==> config.mk <==
export PLATFORM = sky130hd
export DESIGN_NAME = cec_frame_receiver
export DESIGN_NICKNAME = d
export VERILOG_FILES = /design/src/rtl/core/cec_fr_pkg.sv /design/src/rtl/core/cec_fr_in_stage.sv /design/src/rtl/core/cec_fr_engine.sv /design/src/rtl/core/cec_frame_receiver.sv
export VERILOG_INCLUDE_DIRS = /design/src /design/src/rtl/core
export SDC_FILE = /design/constraint.sdc
export NUM_CORES = 1
export LEC_CHECK = 0
export BUFFER_PORTS_ARGS = -buffer_cell sky130_fd_sc_hd__clkbuf_2
export CORE_UTILIZATION = 54
export DETAILED_ROUTE_END_ITERATION = 8
export PLACE_DENSITY_LB_ADDON = 0.3
export RECOVER_POWER = 50
export SYNTH_ARGS = -nofsm -noshare
export SYNTH_HDL_FRONTEND = slang
export SYNTH_HIERARCHICAL = 1
export SYNTH_SLANG_ARGS = --single-unit
==> constraint.sdc <==
create_clock -name clk -period 3.8 [get_ports clk]
set_clock_uncertainty 0.15 [all_clocks]
set_input_delay 0 -clock clk [delete_from_list [all_inputs] [get_ports clk]]
set_output_delay 0 -clock clk [all_outputs]
set_load 0.1 [all_outputs]
==> src/rtl/core/cec_frame_receiver_assert.svh <==
// Assertion macros for the CEC frame receiver core.
// Depends on clk and rst_n being visible in the module that uses them.
`ifndef CEC_FRAME_RECEIVER_ASSERT_SVH
`define CEC_FRAME_RECEIVER_ASSERT_SVH

`ifndef ASSERT_OFF
`define CEC_ASSERT_IMPLY(lbl, ante, cons) \
  lbl: assert property (@(posedge clk) disable iff (!rst_n) (ante) |-> (cons)) \
    else $error("cec_frame_receiver: same-cycle check failed");
`define CEC_ASSERT_NEXT(lbl, ante, cons) \
  lbl: assert property (@(posedge clk) disable iff (!rst_n) (ante) |=> (cons)) \
    else $error("cec_frame_receiver: next-cycle check failed");
`else
`define CEC_ASSERT_IMPLY(lbl, ante, cons)
`define CEC_ASSERT_NEXT(lbl, ante, cons)
`endif

`endif

==> src/rtl/core/cec_fr_pkg.sv <==
// Shared types, constants and helpers for the CEC frame receiver.
// No dependencies.
package cec_fr_pkg;

  localparam int BUF_BYTES = 16;
  localparam int POS_W     = 6;
  localparam int IDX_W     = $clog2(BUF_BYTES);
  localparam int CFG_IDX_W = 1;

  localparam logic [POS_W-1:0] BUF_BYTES_POS = POS_W'(BUF_BYTES);
  localparam logic [POS_W-1:0] POS_MAX       = '1;
  localparam logic [3:0]       ADDR_BCAST    = 4'hf;

  localparam logic [2:0] KIND_START   = 3'd0;
  localparam logic [2:0] KIND_BIT     = 3'd1;
  localparam logic [2:0] KIND_RELEASE = 3'd2;
  localparam logic [2:0] KIND_READ    = 3'd3;
  localparam logic [2:0] KIND_ABORT   = 3'd4;

  localparam logic [CFG_IDX_W-1:0] CFG_OWN_MASK = 1'd0;
  localparam logic [CFG_IDX_W-1:0] CFG_MONITOR  = 1'd1;

  typedef struct packed {
    logic [2:0] kind;
    logic       bit_value;
    logic [4:0] read_index;
    logic [7:0] error_code;
  } in_item_t;

  typedef struct packed {
    logic nacked;
    logic overrun;
    logic ignore;
    logic eom;
    logic dataeom;
    logic doack;
    logic bcast;
    logic active;
  } flags_t;

  typedef struct packed {
    logic [7:0] read_data;
    logic       drive_ack;
    logic       ack_value;
    logic       ack_phase;
    logic       frame_done;
    logic [7:0] status_word;
    logic       message_pending;
    logic       nack_frame_request;
    logic       abort_reported;
    logic [7:0] reported_error;
    logic       receiving;
  } result_t;

  function automatic logic [POS_W-1:0] next_pos(input logic [POS_W-1:0] p);
    next_pos = (p == POS_MAX) ? POS_MAX : p + POS_W'(1);
  endfunction

endpackage

==> src/rtl/core/cec_fr_in_stage.sv <==
// Input register for the CEC frame receiver: holds one accepted item.
// Depends on cec_fr_pkg.
module cec_fr_in_stage (
  input  logic                 clk,
  input  logic                 rst_n,
  input  logic                 in_valid,
  output logic                 in_ready,
  input  cec_fr_pkg::in_item_t in_item,
  output logic                 item_valid,
  output cec_fr_pkg::in_item_t item,
  input  logic                 item_take
);

  logic                 valid_r;
  logic                 valid_nxt;
  cec_fr_pkg::in_item_t item_r;

  assign in_ready   = !valid_r || item_take;
  assign item_valid = valid_r;
  assign item       = item_r;

  always_comb begin
    valid_nxt = valid_r;
    if (in_valid && in_ready) begin
      valid_nxt = 1'b1;
    end else if (item_take) begin
      valid_nxt = 1'b0;
    end
  end

  always_ff @(posedge clk) begin
    if (!rst_n) begin
      valid_r <= 1'b0;
    end else begin
      valid_r <= valid_nxt;
    end
  end

  always_ff @(posedge clk) begin
    if (in_valid && in_ready) begin
      item_r <= in_item;
    end
  end

endmodule

==> src/rtl/core/cec_fr_engine.sv <==
// Frame state, message store, config registers and result register.
// Depends on cec_fr_pkg and cec_frame_receiver_assert.svh.
`include "cec_frame_receiver_assert.svh"

module cec_fr_engine (
  input  logic                             clk,
  input  logic                             rst_n,
  input  logic                             item_valid,
  input  cec_fr_pkg::in_item_t             item,
  output logic                             item_take,
  input  logic                             cfg_we,
  input  logic [cec_fr_pkg::CFG_IDX_W-1:0] cfg_idx,
  input  logic [15:0]                      cfg_wdata,
  output logic                             res_valid,
  output cec_fr_pkg::result_t              res,
  input  logic                             res_ready
);

  logic                           proc;
  cec_fr_pkg::flags_t             flg_r;
  cec_fr_pkg::flags_t             flg_nxt;
  logic [cec_fr_pkg::POS_W-1:0]   pos_r;
  logic [cec_fr_pkg::POS_W-1:0]   pos_nxt;
  logic [7:0]                     shift_r;
  logic [7:0]                     shift_nxt;
  logic [7:0]                     status_r;
  logic [7:0]                     status_nxt;
  logic [15:0]                    own_mask_r;
  logic                           monitor_r;
  logic [7:0]                     data_r [cec_fr_pkg::BUF_BYTES];
  logic                           wr_en;
  logic [7:0]                     sb;
  logic                           nack;
  logic                           ackv;
  logic [cec_fr_pkg::POS_W-1:0]   rd_ext;
  logic [cec_fr_pkg::POS_W-1:0]   rd_off;
  logic [7:0]                     rd_data;
  logic                           res_valid_r;
  logic                           res_valid_nxt;
  cec_fr_pkg::result_t            res_r;
  cec_fr_pkg::result_t            res_nxt;

  assign item_take = !res_valid_r || res_ready;
  assign proc      = item_valid && item_take;
  assign res_valid = res_valid_r;
  assign res       = res_r;

  assign rd_ext = cec_fr_pkg::POS_W'(item.read_index);
  assign rd_off = rd_ext - cec_fr_pkg::POS_W'(1);

  always_comb begin
    if (rd_ext == '0) begin
      rd_data = status_r;
    end else if (rd_ext > cec_fr_pkg::BUF_BYTES_POS) begin
      rd_data = 8'd0;
    end else begin
      rd_data = data_r[rd_off[cec_fr_pkg::IDX_W-1:0]];
    end
  end

  always_comb begin
    flg_nxt    = flg_r;
    pos_nxt    = pos_r;
    shift_nxt  = shift_r;
    status_nxt = status_r;
    wr_en      = 1'b0;
    sb         = {shift_r[6:0], item.bit_value};
    nack       = 1'b0;
    ackv       = flg_r.bcast ? item.bit_value : ~item.bit_value;
    res_nxt    = '0;
    case (item.kind)
      cec_fr_pkg::KIND_START: begin
        pos_nxt         = '0;
        shift_nxt       = 8'd1;
        flg_nxt         = '0;
        flg_nxt.active  = 1'b1;
        flg_nxt.dataeom = 1'b1;
      end
      cec_fr_pkg::KIND_BIT: begin
        if (flg_r.active) begin
          if (flg_r.dataeom) begin
            if (shift_r != 8'd0) begin
              if (shift_r[7]) begin
                if (pos_r == '0) begin
                  if (sb[3:0] == cec_fr_pkg::ADDR_BCAST) begin
                    flg_nxt.bcast = 1'b1;
                  end else if (own_mask_r[sb[3:0]]) begin
                    flg_nxt.doack = 1'b1;
                  end
                  if (status_r != 8'd0) begin
                    nack           = 1'b1;
                    flg_nxt.ignore = 1'b1;
                  end
                end else if (pos_r == cec_fr_pkg::BUF_BYTES_POS) begin
                  flg_nxt.overrun = 1'b1;
                  nack            = 1'b1;
                end
                if (nack) begin
                  flg_nxt.doack = flg_nxt.bcast;
                end else if (!flg_nxt.ignore && !flg_nxt.overrun &&
                             pos_r < cec_fr_pkg::BUF_BYTES_POS) begin
                  wr_en = 1'b1;
                end
                pos_nxt   = cec_fr_pkg::next_pos(pos_r);
                shift_nxt = 8'd0;
              end else begin
                shift_nxt = sb;
              end
            end else begin
              if (item.bit_value) begin
                flg_nxt.eom = 1'b1;
              end
              flg_nxt.dataeom = 1'b0;
            end
          end else begin
            res_nxt.ack_value = ackv;
            res_nxt.ack_phase = 1'b1;
            if (!ackv) begin
              flg_nxt.nacked = 1'b1;
            end
            if (!ackv || flg_r.eom) begin
              if (!flg_r.ignore) begin
                status_nxt = {flg_nxt.nacked, flg_r.overrun, pos_r};
              end
              flg_nxt            = '0;
              res_nxt.frame_done = 1'b1;
            end else begin
              shift_nxt       = 8'd1;
              flg_nxt.dataeom = 1'b1;
            end
          end
        end
      end
      cec_fr_pkg::KIND_RELEASE: begin
        status_nxt = 8'd0;
      end
      cec_fr_pkg::KIND_READ: begin
        res_nxt.read_data = rd_data;
      end
      cec_fr_pkg::KIND_ABORT: begin
        if (flg_r != '0) begin
          res_nxt.nack_frame_request = flg_r.bcast;
          res_nxt.abort_reported     = 1'b1;
          res_nxt.reported_error     = item.error_code;
          flg_nxt                    = '0;
        end
      end
      default: begin
      end
    endcase
    res_nxt.drive_ack       = flg_nxt.doack && !monitor_r;
    res_nxt.status_word     = status_nxt;
    res_nxt.message_pending = (status_nxt != 8'd0);
    res_nxt.receiving       = flg_nxt.active;
  end

  always_comb begin
    res_valid_nxt = res_valid_r;
    if (proc) begin
      res_valid_nxt = 1'b1;
    end else if (res_ready) begin
      res_valid_nxt = 1'b0;
    end
  end

  always_ff @(posedge clk) begin
    if (!rst_n) begin
      flg_r       <= '0;
      pos_r       <= '0;
      shift_r     <= 8'd0;
      status_r    <= 8'd0;
      own_mask_r  <= 16'd0;
      monitor_r   <= 1'b0;
      res_valid_r <= 1'b0;
    end else begin
      res_valid_r <= res_valid_nxt;
      if (proc) begin
        flg_r    <= flg_nxt;
        pos_r    <= pos_nxt;
        shift_r  <= shift_nxt;
        status_r <= status_nxt;
      end
      if (cfg_we) begin
        case (cfg_idx)
          cec_fr_pkg::CFG_OWN_MASK: own_mask_r <= cfg_wdata;
          cec_fr_pkg::CFG_MONITOR:  monitor_r  <= cfg_wdata[0];
          default: begin
          end
        endcase
      end
    end
  end

  always_ff @(posedge clk) begin
    if (proc) begin
      res_r <= res_nxt;
    end
    if (proc && wr_en) begin
      data_r[pos_r[cec_fr_pkg::IDX_W-1:0]] <= sb;
    end
  end

  `CEC_ASSERT_IMPLY(a_idle_flags_clear, !flg_r.active, flg_r == '0)
  `CEC_ASSERT_NEXT(a_start_activates, proc && item.kind == cec_fr_pkg::KIND_START, flg_r.active)
  `CEC_ASSERT_IMPLY(a_done_on_ack_slot, res_valid_r && res_r.frame_done, res_r.ack_phase)
  `CEC_ASSERT_IMPLY(a_abort_ends_rx, res_valid_r && res_r.abort_reported, !res_r.receiving)

endmodule

==> src/rtl/core/cec_frame_receiver.sv <==
// Top level of the CEC frame receiver core.
// Depends on cec_fr_pkg, cec_fr_in_stage and cec_fr_engine.
//
// Takes one decoded CEC event (start, bit, release, read, abort) per item and returns
// one result item per event, carrying ack decisions, frame completion, the pending
// status word and read data. Throughput is one item per clock while out_ready is high;
// each event passes through the input register and the result register around
// the single-pass frame logic. Configuration writes are taken every cycle (cfg_ready
// is always high) and should be issued only while the core is idle.
module cec_frame_receiver (
  input  logic                             clk,
  input  logic                             rst_n,
  input  logic                             in_valid,
  output logic                             in_ready,
  input  logic [2:0]                       in_kind,
  input  logic                             in_bit_value,
  input  logic [4:0]                       in_read_index,
  input  logic [7:0]                       in_error_code,
  input  logic                             cfg_valid,
  output logic                             cfg_ready,
  input  logic [cec_fr_pkg::CFG_IDX_W-1:0] cfg_index,
  input  logic [15:0]                      cfg_data,
  output logic                             out_valid,
  input  logic                             out_ready,
  output logic [7:0]                       out_read_data,
  output logic                             out_drive_ack,
  output logic                             out_ack_value,
  output logic                             out_ack_phase,
  output logic                             out_frame_done,
  output logic [7:0]                       out_status_word,
  output logic                             out_message_pending,
  output logic                             out_nack_frame_request,
  output logic                             out_abort_reported,
  output logic [7:0]                       out_reported_error,
  output logic                             out_receiving
);

  cec_fr_pkg::in_item_t in_item;
  cec_fr_pkg::in_item_t item;
  cec_fr_pkg::result_t  res;
  logic                 item_valid;
  logic                 item_take;

  assign in_item.kind       = in_kind;
  assign in_item.bit_value  = in_bit_value;
  assign in_item.read_index = in_read_index;
  assign in_item.error_code = in_error_code;

  assign cfg_ready = 1'b1;

  cec_fr_in_stage u_in_stage (
    .clk        (clk),
    .rst_n      (rst_n),
    .in_valid   (in_valid),
    .in_ready   (in_ready),
    .in_item    (in_item),
    .item_valid (item_valid),
    .item       (item),
    .item_take  (item_take)
  );

  cec_fr_engine u_engine (
    .clk        (clk),
    .rst_n      (rst_n),
    .item_valid (item_valid),
    .item       (item),
    .item_take  (item_take),
    .cfg_we     (cfg_valid && cfg_ready),
    .cfg_idx    (cfg_index),
    .cfg_wdata  (cfg_data),
    .res_valid  (out_valid),
    .res        (res),
    .res_ready  (out_ready)
  );

  assign out_read_data          = res.read_data;
  assign out_drive_ack          = res.drive_ack;
  assign out_ack_value          = res.ack_value;
  assign out_ack_phase          = res.ack_phase;
  assign out_frame_done         = res.frame_done;
  assign out_status_word        = res.status_word;
  assign out_message_pending    = res.message_pending;
  assign out_nack_frame_request = res.nack_frame_request;
  assign out_abort_reported     = res.abort_reported;
  assign out_reported_error     = res.reported_error;
  assign out_receiving          = res.receiving;

endmodule

* Word-level counts from Yosys, hierarchy flattened
Memory sizes are Yosys's and may differ from the RTL's.
Cells that the tools add are included.
** Cells by class
- Eq/ne operators :: 19
- Add/sub/neg operators :: 2
- $lt $le $gt $ge :: 3
- Mux-type cells :: 81
- Reductions and logical operators :: 37
- Bitwise logic cells :: 4
** Operator list (count)
- 8-bit 2-to-1 mux :: 13
- 1-bit 2-to-1 mux :: 47
- 6-bit 2-to-1 mux :: 6
- 8-bit one-hot mux with 2 select lines :: 2
- 8-bit nonzero test :: 4
- 8-bit one-hot mux with 3 select lines :: 1
- 2-bit 2-to-1 mux :: 7
- 7-bit AND reduction :: 2
- 6-bit logical NOT :: 2
- 3-bit inequality test (second input constant) :: 4
- 6-bit one-hot mux with 2 select lines :: 1
- 2-bit by 1-bit inequality test with 1-bit output (second input constant) :: 5
- 5-bit AND reduction :: 2
- 9-bit 2-to-1 mux :: 1
- 2-bit AND reduction :: 4
- 6-bit by 1-bit adder with 6-bit output (second input constant) :: 1
- 3-bit by 2-bit equality test with 1-bit output (second input constant) :: 2
- 6-bit by 5-bit equality test with 1-bit output (second input constant) :: 1
- 6-bit equality test (second input constant) :: 1
- 1-bit logical AND :: 6
- 1-bit logical NOT :: 6
- 6-bit by 5-bit < comparator with 1-bit output (second input constant) :: 1
- 6-bit AND reduction :: 1
- 2-bit nonzero test :: 3
- other kinds (18) :: 23
** Storage, ports and cells
- Memories :: 1
- Word-level logic and storage cells :: 177
- Output and inout bits :: 35
- Register bits after elaboration :: 98
- RAM bits :: 128
** Memories
- u_engine.data_r :: words 16, width 8, rd ports 1, clocked after Yosys merged registers in 0, wr ports 1, line cec_fr_engine.sv:30 : logic [7:0] data_r [cec_fr_pkg::BUF_BYTES];

* Longest topological paths before layout
Gate-level depths: netlist (run 1).
- Word-level depth :: 21
- Mapped depth :: 9
- Mapped depth without buffers :: 7

* By module
Netlist (run 1), hierarchy kept.
** By module, submodules not included
- cec_fr_engine :: sequential area each 5765.5 um2, times used 1, area each 8769.7 um2, cells an instance 610
- cec_fr_in_stage :: sequential area each 530.5 um2, times used 1, area each 568.0 um2, cells an instance 22
- cec_frame_receiver :: sequential area each 0.0 um2, times used 1, area each 11.3 um2, cells an instance 2

* Worst setup path after synthesis (run 1)
Ideal clock, no wire load.
- Path type :: reg-to-reg
- From :: reg u_engine.res_valid_r (netlist: u_engine/res_valid)
- To :: reg u_engine.status_r[4]
- Stages on the path, launching flop included :: 8
- Clock period less this slack :: 3.033 ns
- Slack :: 0.767 ns
- Arrival time :: 2.768 ns
- Cells stage by stage :: dfxtp_1 > nand2b_1 > nand2_1 > clkbuf_1 > inv_1 > clkbuf_1 > o21ai_0 > o21ba_1
** Between the ends
- Cells in the longest elaborated chain, start to end :: 3
** RTL lines
- start, declared :: line cec_fr_engine.sv:38 : logic res_valid_r;
- start signal, assigned :: line cec_fr_engine.sv:176 : res_valid_r <= res_valid_nxt;
- 1-bit logical NOT :: line cec_fr_engine.sv:43 : assign item_take = !res_valid_r || res_ready;
- 1-bit logical OR :: line cec_fr_engine.sv:43
- net item_take :: line cec_frame_receiver.sv:42 : logic item_take;
- 1-bit logical AND :: line cec_fr_engine.sv:44 : assign proc = item_valid && item_take;
- net u_engine.proc :: line cec_fr_engine.sv:19 : logic proc;
- end signal, assigned :: line cec_fr_engine.sv:181 : status_r <= status_nxt;
- end, declared :: line cec_fr_engine.sv:26 : logic [7:0] status_r;
The timed path passes the listed nets, and every way through them passes these cells.
A chain may end at the register's enable or synchronous reset.

==> results of run 1 <==
-- logic make-up after synthesis --
group,after synthesis
other,1
buffers and inverters,46
adder cells (fa/ha/maj),6
AO/OA/AOI/OAI,117
flip-flops,226
AND/OR/NAND/NOR,177
XOR/XNOR,6
multiplexers,55
-- synth_stat cells, types with 3 or more instances --
library cell	number	area, um2
sky130_fd_sc_hd__o21ba_1	6	60.1
sky130_fd_sc_hd__clkbuf_1	19	71.3
sky130_fd_sc_hd__dfxtp_1	49	981
sky130_fd_sc_hd__nor2b_1	7	43.8
sky130_fd_sc_hd__a21oi_1	40	200
sky130_fd_sc_hd__nand3b_1	3	22.5
sky130_fd_sc_hd__o21ai_0	23	115
sky130_fd_sc_hd__nor3_1	13	65.1
sky130_fd_sc_hd__a211oi_1	3	22.5
sky130_fd_sc_hd__nand2_1	61	229
sky130_fd_sc_hd__nand3_1	10	50.1
sky130_fd_sc_hd__mux2i_1	20	200
sky130_fd_sc_hd__inv_1	13	48.8
sky130_fd_sc_hd__xnor2_1	4	35.0
sky130_fd_sc_hd__edfxtp_1	177	5320
sky130_fd_sc_hd__ha_1	6	75.1
sky130_fd_sc_hd__a22o_1	6	52.6
sky130_fd_sc_hd__and2_1	12	75.1
sky130_fd_sc_hd__nor2_1	20	75.1
sky130_fd_sc_hd__mux4_2	33	743
sky130_fd_sc_hd__a32o_1	8	80.1
sky130_fd_sc_hd__nor4_1	4	25.0
sky130_fd_sc_hd__buf_1	3	11.3
sky130_fd_sc_hd__nand4_1	8	50.1
sky130_fd_sc_hd__a22oi_1	4	30.0
sky130_fd_sc_hd__buf_2	6	30.0
sky130_fd_sc_hd__nand2b_1	4	25.0
sky130_fd_sc_hd__and3_1	22	138
-- worst max-delay path: cells and delay by family, from the launching register on --
kind	cells	cell delay, ps
flip-flops	1	540
AO/OA/AOI/OAI	3	1380
AND/OR/NAND/NOR	2	670
-- power by group through the flow --
stage / clock network [mW] / logic [mW] / registers [mW]
final: 2.29 / 0.420 / 2.72
after global routing: 2.40 / 0.443 / 2.73
after CTS: 2.31 / 0.421 / 2.72
after detailed placement: 0 / 0.378 / 2.78
after global placement: 0 / 0.371 / 2.77
after floorplan: 0 / 0.180 / 2.88
-- per-stage QoR --
step                      std cells  hold slack [ps]  total power, mW  instance area [um2]  setup slack, ps
after CTS                      1001             48.1             5.46                11300             1080
after global routing           1001             51.9             5.57                11200              616
after detailed placement        903             28.7             3.15                 9920             1100
after floorplan                 634            -51.1             3.06                 9350              767
after global placement          903             27.0             3.14                 9920             1140
final                          1001             58.7             5.44                11200              777
-- final timing paths --
| path | from | to | cells past startpoint |
|---|---|---|---|
| hold / removal | in_kind[1] | u_in_stage/item[15] | 2 |
| setup reg to reg | u_in_stage/item[15] | u_engine/res[11] | 5 |
| hold reg to reg | u_engine/own_mask_r[4] | u_engine/own_mask_r[4] | 2 |
| setup / recovery | u_in_stage/item[15] | u_engine/res[11] | 5 |
-- registers in the layout (all words and copies together), names as in the netlist --
register	cells
u_engine/data_r	128
u_engine/res	32
u_in_stage/item	17
u_engine/own_mask_r	16
u_engine/flg_r	8
u_engine/shift_r	8
u_engine/status_r	8
u_engine/pos_r	6
u_engine/monitor_r	1
u_engine/res_valid	1
u_in_stage/item_valid	1
-- layout make-up --
type | instances | area (um2)
Inverter | 14 | 52.6
Tap cell | 220 | 275
Fill cell | 1152 | 5590
Timing Repair Buffer | 137 | 931
Sequential cell | 226 | 6300
Clock buffer | 33 | 647
Multi-Input combinational cell | 362 | 2840
Clock inverter | 9 | 125
-- routing by layer --
metal | track usage, % | vias to the layer above | wire [um]
met2 | 44.2 | 272 | 11300
met1 | 33.6 | 3087 | 9000
met4 | 6.76 | 0 | 422
met3 | 4.64 | 36 | 1560
met5 | 0 | - | 0
li1 | - | 2718 | -
==> impl_metrics.yaml, run 1 <==
outcome:
  status: "finished, final reports clean"
logic_synthesis:
  synth_compound_gate_area_share_pct: 8.78
  ys_async_sr_fraction_pct: 0
  syn_avg_cell_area_um2: 14.7
  postSynthNetCount: 679
  synth_top_family_by_area: "multiplexers"
  yosys.area_share.simple_pct: 9.97
  yosys.cell_types.count: 68
  yosys.area_share.adder_pct: 0.803
  yosys_most_used_dff: "sky130_fd_sc_hd__edfxtp_1"
  yosys_register_bits: 226
  number_of_flops_mapped_to_enable_cells_by_yosys: 177
  yosysSeqAreaShare_pct: 67.3
  synth.cell_area_um2: 9350
  yosys-mux-area-fraction_pct: 10.3
  postSynthCellCount: 634
  synth-warning-count: 6
  synthXorXnorAreaFrac_pct: 0.562
die:
  die_area_um2: 17800
  core_area_um2: 16800
  initial_utilization_pct: 55.8
  dieWidth_um: 134
  floorplan.io_pins: 74
  fp.dieH_um: 134
  placementRows: 47
finish:
  drive_above_1_share_pct: 15.4
  areaGrowthSynthToFinish_pct: 19.4
  antenna-diode-count: 0
  mostFrequentLayoutCell: "sky130_fd_sc_hd__edfxtp_1"
  layout.cells.most_common_list: "177 x sky130_fd_sc_hd__edfxtp_1, 61 x sky130_fd_sc_hd__nand2_1, 56 x sky130_fd_sc_hd__dlygate4sd3_1"
  postLayoutCoreUtil_pct: 66.6
  fin_nets: 809
grt:
  grt_start_max_net_pins: 44
  grt_antenna_before_repair: 0
  globalRoute.totalOverflow: 0
  track_usage_pct: 25.6
  grt_first_pass_wirelength_um: 34500
  grt_pass1_vias: 6172
clock_tree:
  cts-resized-gates: 0
  ctsLongestPathBuffers: 3
  numCtsBuffers: 23
  cts.root.buffer_cell: "sky130_fd_sc_hd__clkbuf_16"
  postCtsHoldBufs: 56
  clk_pin_slew_ps: 60
  post-cts-setup-buffers: 0
  cts_htree_levels: 1
  insertion_delay_ps: 510
  tritoncts_clock_tree: "yes"
  clock-sinks: 226
pwr:
  power.static_leakage_nw: 3.87
  sequentialPowerShare_pct: 50.1
  power.share.clock_pct: 42.2
  sw_frac_of_total_pct: 22.5
  ir_worst_vdd_uv: 286
  comb_power_share_pct: 7.7
  power_density_nw_per_um2: 487
  switching_pwr_mw: 1.22
  intPower_mw: 4.22
detailed_routing:
  drt_pass1_iterations: 5
  vias_per_cell: 6.11
  antenna_left: 0
  num_vias: 6113
  post_drt_wl_per_cell_um: 22.3
  drc_errors: 0
  drt-total-wl_um: 22300
  drt_first_iter_violations: 549
timing:
  setup_violators_final: 0
  timing.final.max_slew_violations: 0
  timing.final.hold_violations: 0
  final.min_clock_period_ps: 3020
  rsz0062_at_grt: "false"
  setup_total_negative_slack_ps: 0
  min_period_over_period_pct: 79.5
  tightest_slew_ps: 1270
  max_clock_freq_ghz: 0.331
  slew_headroom_pct: 15.0
setup_path:
  path_class: "reg -> reg"
  slowest_delay_ps: 810
  critical-path-slowest-cell: "sky130_fd_sc_hd__a2111oi_4"
  timing.critical_path.cells: "nand4bb_1 > a2111oi_4 > a31oi_2 > a22oi_1 > nand3_1"
  worst_path_required_ps: 3890
  kind_of_end_point_of_the_critical_path: "flip-flop"
  regToRegSetupSlack_ps: 780
  worst_setup_path_start_kind: "flip-flop"
  worstPathArrival_ps: 3110
  critical_path_peak_fanout: 10
placed_design:
  routabilityCongestion: 0.852
  dp_hpwl_um: 14200
  io_buffers: 72
hold_path:
  hold_class: "in -> reg"
flow_run:
  max_cap_viol_count: 0
No activity file was read; power rests on OpenSTA's default activity.
==> run 2: changes to the inputs <==
==> constraint.sdc (replaced) <==
create_clock -name clk -period 2.5 [get_ports clk]
set_clock_uncertainty 0.15 [all_clocks]
set_input_delay 0 -clock clk [delete_from_list [all_inputs] [get_ports clk]]
set_output_delay 0 -clock clk [all_outputs]
set_load 0.1 [all_outputs]
==> run 2 against run 1 <==
Via count is 1.4% higher. Critical endpoint is now u_engine/res[30]. Sequential share of layout area is 1.9 points lower. Flip-flop and latch count stayed put. Clock power is 40% higher. Sequential power is 52% higher. Utilization is 2.4 points higher. Clock-buffer cell count is 1 lower. First-iteration DRC count is 3.8% higher. Final area is 3.6% higher. Worst hold slack worse by 3.3 ps.
==> impl_metrics.yaml, run 2 (synthesis gave the netlist of run 1 again) <==
timing:
  max_clock_freq_ghz: 0.409
  setup_violators_final: 0
  tightest_slew_ps: 1280
  min_period_over_period_pct: 97.8
  rsz0062_at_grt: "false"
  postLayoutSetupSlackWorst_ps: 56.2
  timing.final.hold_violations: 0
  setup_total_negative_slack_ps: 0
  final.min_clock_period_ps: 2440
  timing.final.max_slew_violations: 0
  slew_headroom_pct: 14.8
placed_design:
  dp_worst_setup_slack_ps: 71.3
  postPlaceCellArea_um2: 10300
  routabilityCongestion: 0.875
  io_buffers: 72
  dp_hpwl_um: 14100
detailed_routing:
  antenna_left: 0
  drt-total-wl_um: 22200
  drt_first_iter_violations: 570
  vias_per_cell: 5.99
  num_vias: 6201
  drc_errors: 0
  post_drt_wl_per_cell_um: 21.5
  drt_pass1_iterations: 5
grt:
  track_usage_pct: 25.5
  grt_start_max_net_pins: 45
  grt_pass1_vias: 6435
  globalRoute.totalOverflow: 0
  grt_first_pass_wirelength_um: 35000
  grt_antenna_before_repair: 0
finish:
  drive_above_1_share_pct: 20.5
  antenna-diode-count: 0
  largest_reg_flops: 128
  num-fill-cells: 1076
  layout.cells.most_common_list: "177 x sky130_fd_sc_hd__edfxtp_1, 61 x sky130_fd_sc_hd__nand2_1, 56 x sky130_fd_sc_hd__dlygate4sd3_1"
  mostFrequentLayoutCell: "sky130_fd_sc_hd__edfxtp_1"
  areaGrowthSynthToFinish_pct: 23.7
  seq_area_um2: 6300
  fin_nets: 845
  stdcell_area_um2: 11600
  postLayoutCoreUtil_pct: 69.0
  multiInputGateArea_um2: 2880
setup_path:
  kind_of_end_point_of_the_critical_path: "flip-flop"
  path_class: "reg -> reg"
  worst_path_required_ps: 2620
  worstPathArrival_ps: 2560
  timing.critical_path.cells: "inv_1 > ha_4 > buf_12 > mux4_2 > mux2i_1 > nand2_1 > a32o_1"
  critical-path-slowest-cell: "sky130_fd_sc_hd__edfxtp_1"
  regToRegSetupSlack_ps: 60
  worst_setup_path_start_kind: "flip-flop"
  slowest_delay_ps: 440
  cpLargestDelayFamily: "multiplexers"
  critical_path_peak_fanout: 16
  crit_buf_inv: 2
clock_tree:
  clk_pin_slew_ps: 60
  tritoncts_clock_tree: "yes"
  insertion_delay_ps: 510
  cts.root.buffer_cell: "sky130_fd_sc_hd__clkbuf_16"
  ctsLongestPathBuffers: 3
  cts_htree_levels: 1
  clock-sinks: 226
  numCtsBuffers: 22
die:
  floorplan.io_pins: 74
  initial_utilization_pct: 55.8
  placementRows: 47
  fp.dieH_um: 134
  dieWidth_um: 134
  core_area_um2: 16800
  die_area_um2: 17800
pwr:
  ir_worst_vdd_uv: 462
  power_density_nw_per_um2: 697
  power.static_leakage_nw: 4.06
outcome:
  status: "finished, final reports clean"
hold_path:
  hold_class: "in -> reg"
flow_run:
  max_cap_viol_count: 0
run 2: changes by cell type in the layout (fill, tap and decap cells not counted), sizes merged:
| cell | delta |
|---|---|
| inv | -2 |
| clkinvlp | +1 |
| clkbuf | -1 |
| bufinv | -1 |
| buf | +37 |
run 2: where the power goes:
group,leakage [nW],switching (mW),internal (mW)
sequential,2.03,0.0404,4.09
combinational,1.70,0.470,0.249
clock,0.337,1.32,1.90
run 2: cell type report:
type	instances	share of cell area (%)
Tap cell	220	2.38
Sequential cell	226	54.4
Multi-Input combinational cell	362	24.9
Timing Repair Buffer	174	11.7
Clock inverter	7	0.833
Clock buffer	32	5.26
Inverter	14	0.454
run 2: final timing paths:
path / startpoint / to / depth (start not counted)
max: u_in_stage/item[8] / u_engine/res[30] / 7
min: in_error_code[4] / u_in_stage/item[4] / 2
max reg2reg: u_in_stage/item[8] / u_engine/res[30] / 7
min reg2reg: u_engine/own_mask_r[13] / u_engine/own_mask_r[13] / 2
run 2: stage by stage:
stage	cells	total power, mW	hold slack [ps]
after global routing	1035	8.29	48.5
final	1035	8.06	55.4
after floorplan	634	4.66	-51.1
after CTS	1034	8.07	52.4
after detailed placement	939	4.84	28.6
after global placement	939	4.82	28.8
run 2: what timing repair did:
action	4_1_cts	5_1_grt
endpoints found under the setup margin	0	112
resized for setup	0	5
hold endpoints to repair	66	0
hold buffers	56	0
setup buffers	0	0
run 2: metal layers:
metal / part of all wire [%] / global-route usage (%) / vias to the layer above
met5: 0 / 0 / -
met2: 50 / 42.8 / 284
li1: - / - / 2793
met1: 41 / 34.3 / 3084
met4: 2.1 / 7.70 / 0
met3: 6.5 / 4.11 / 40
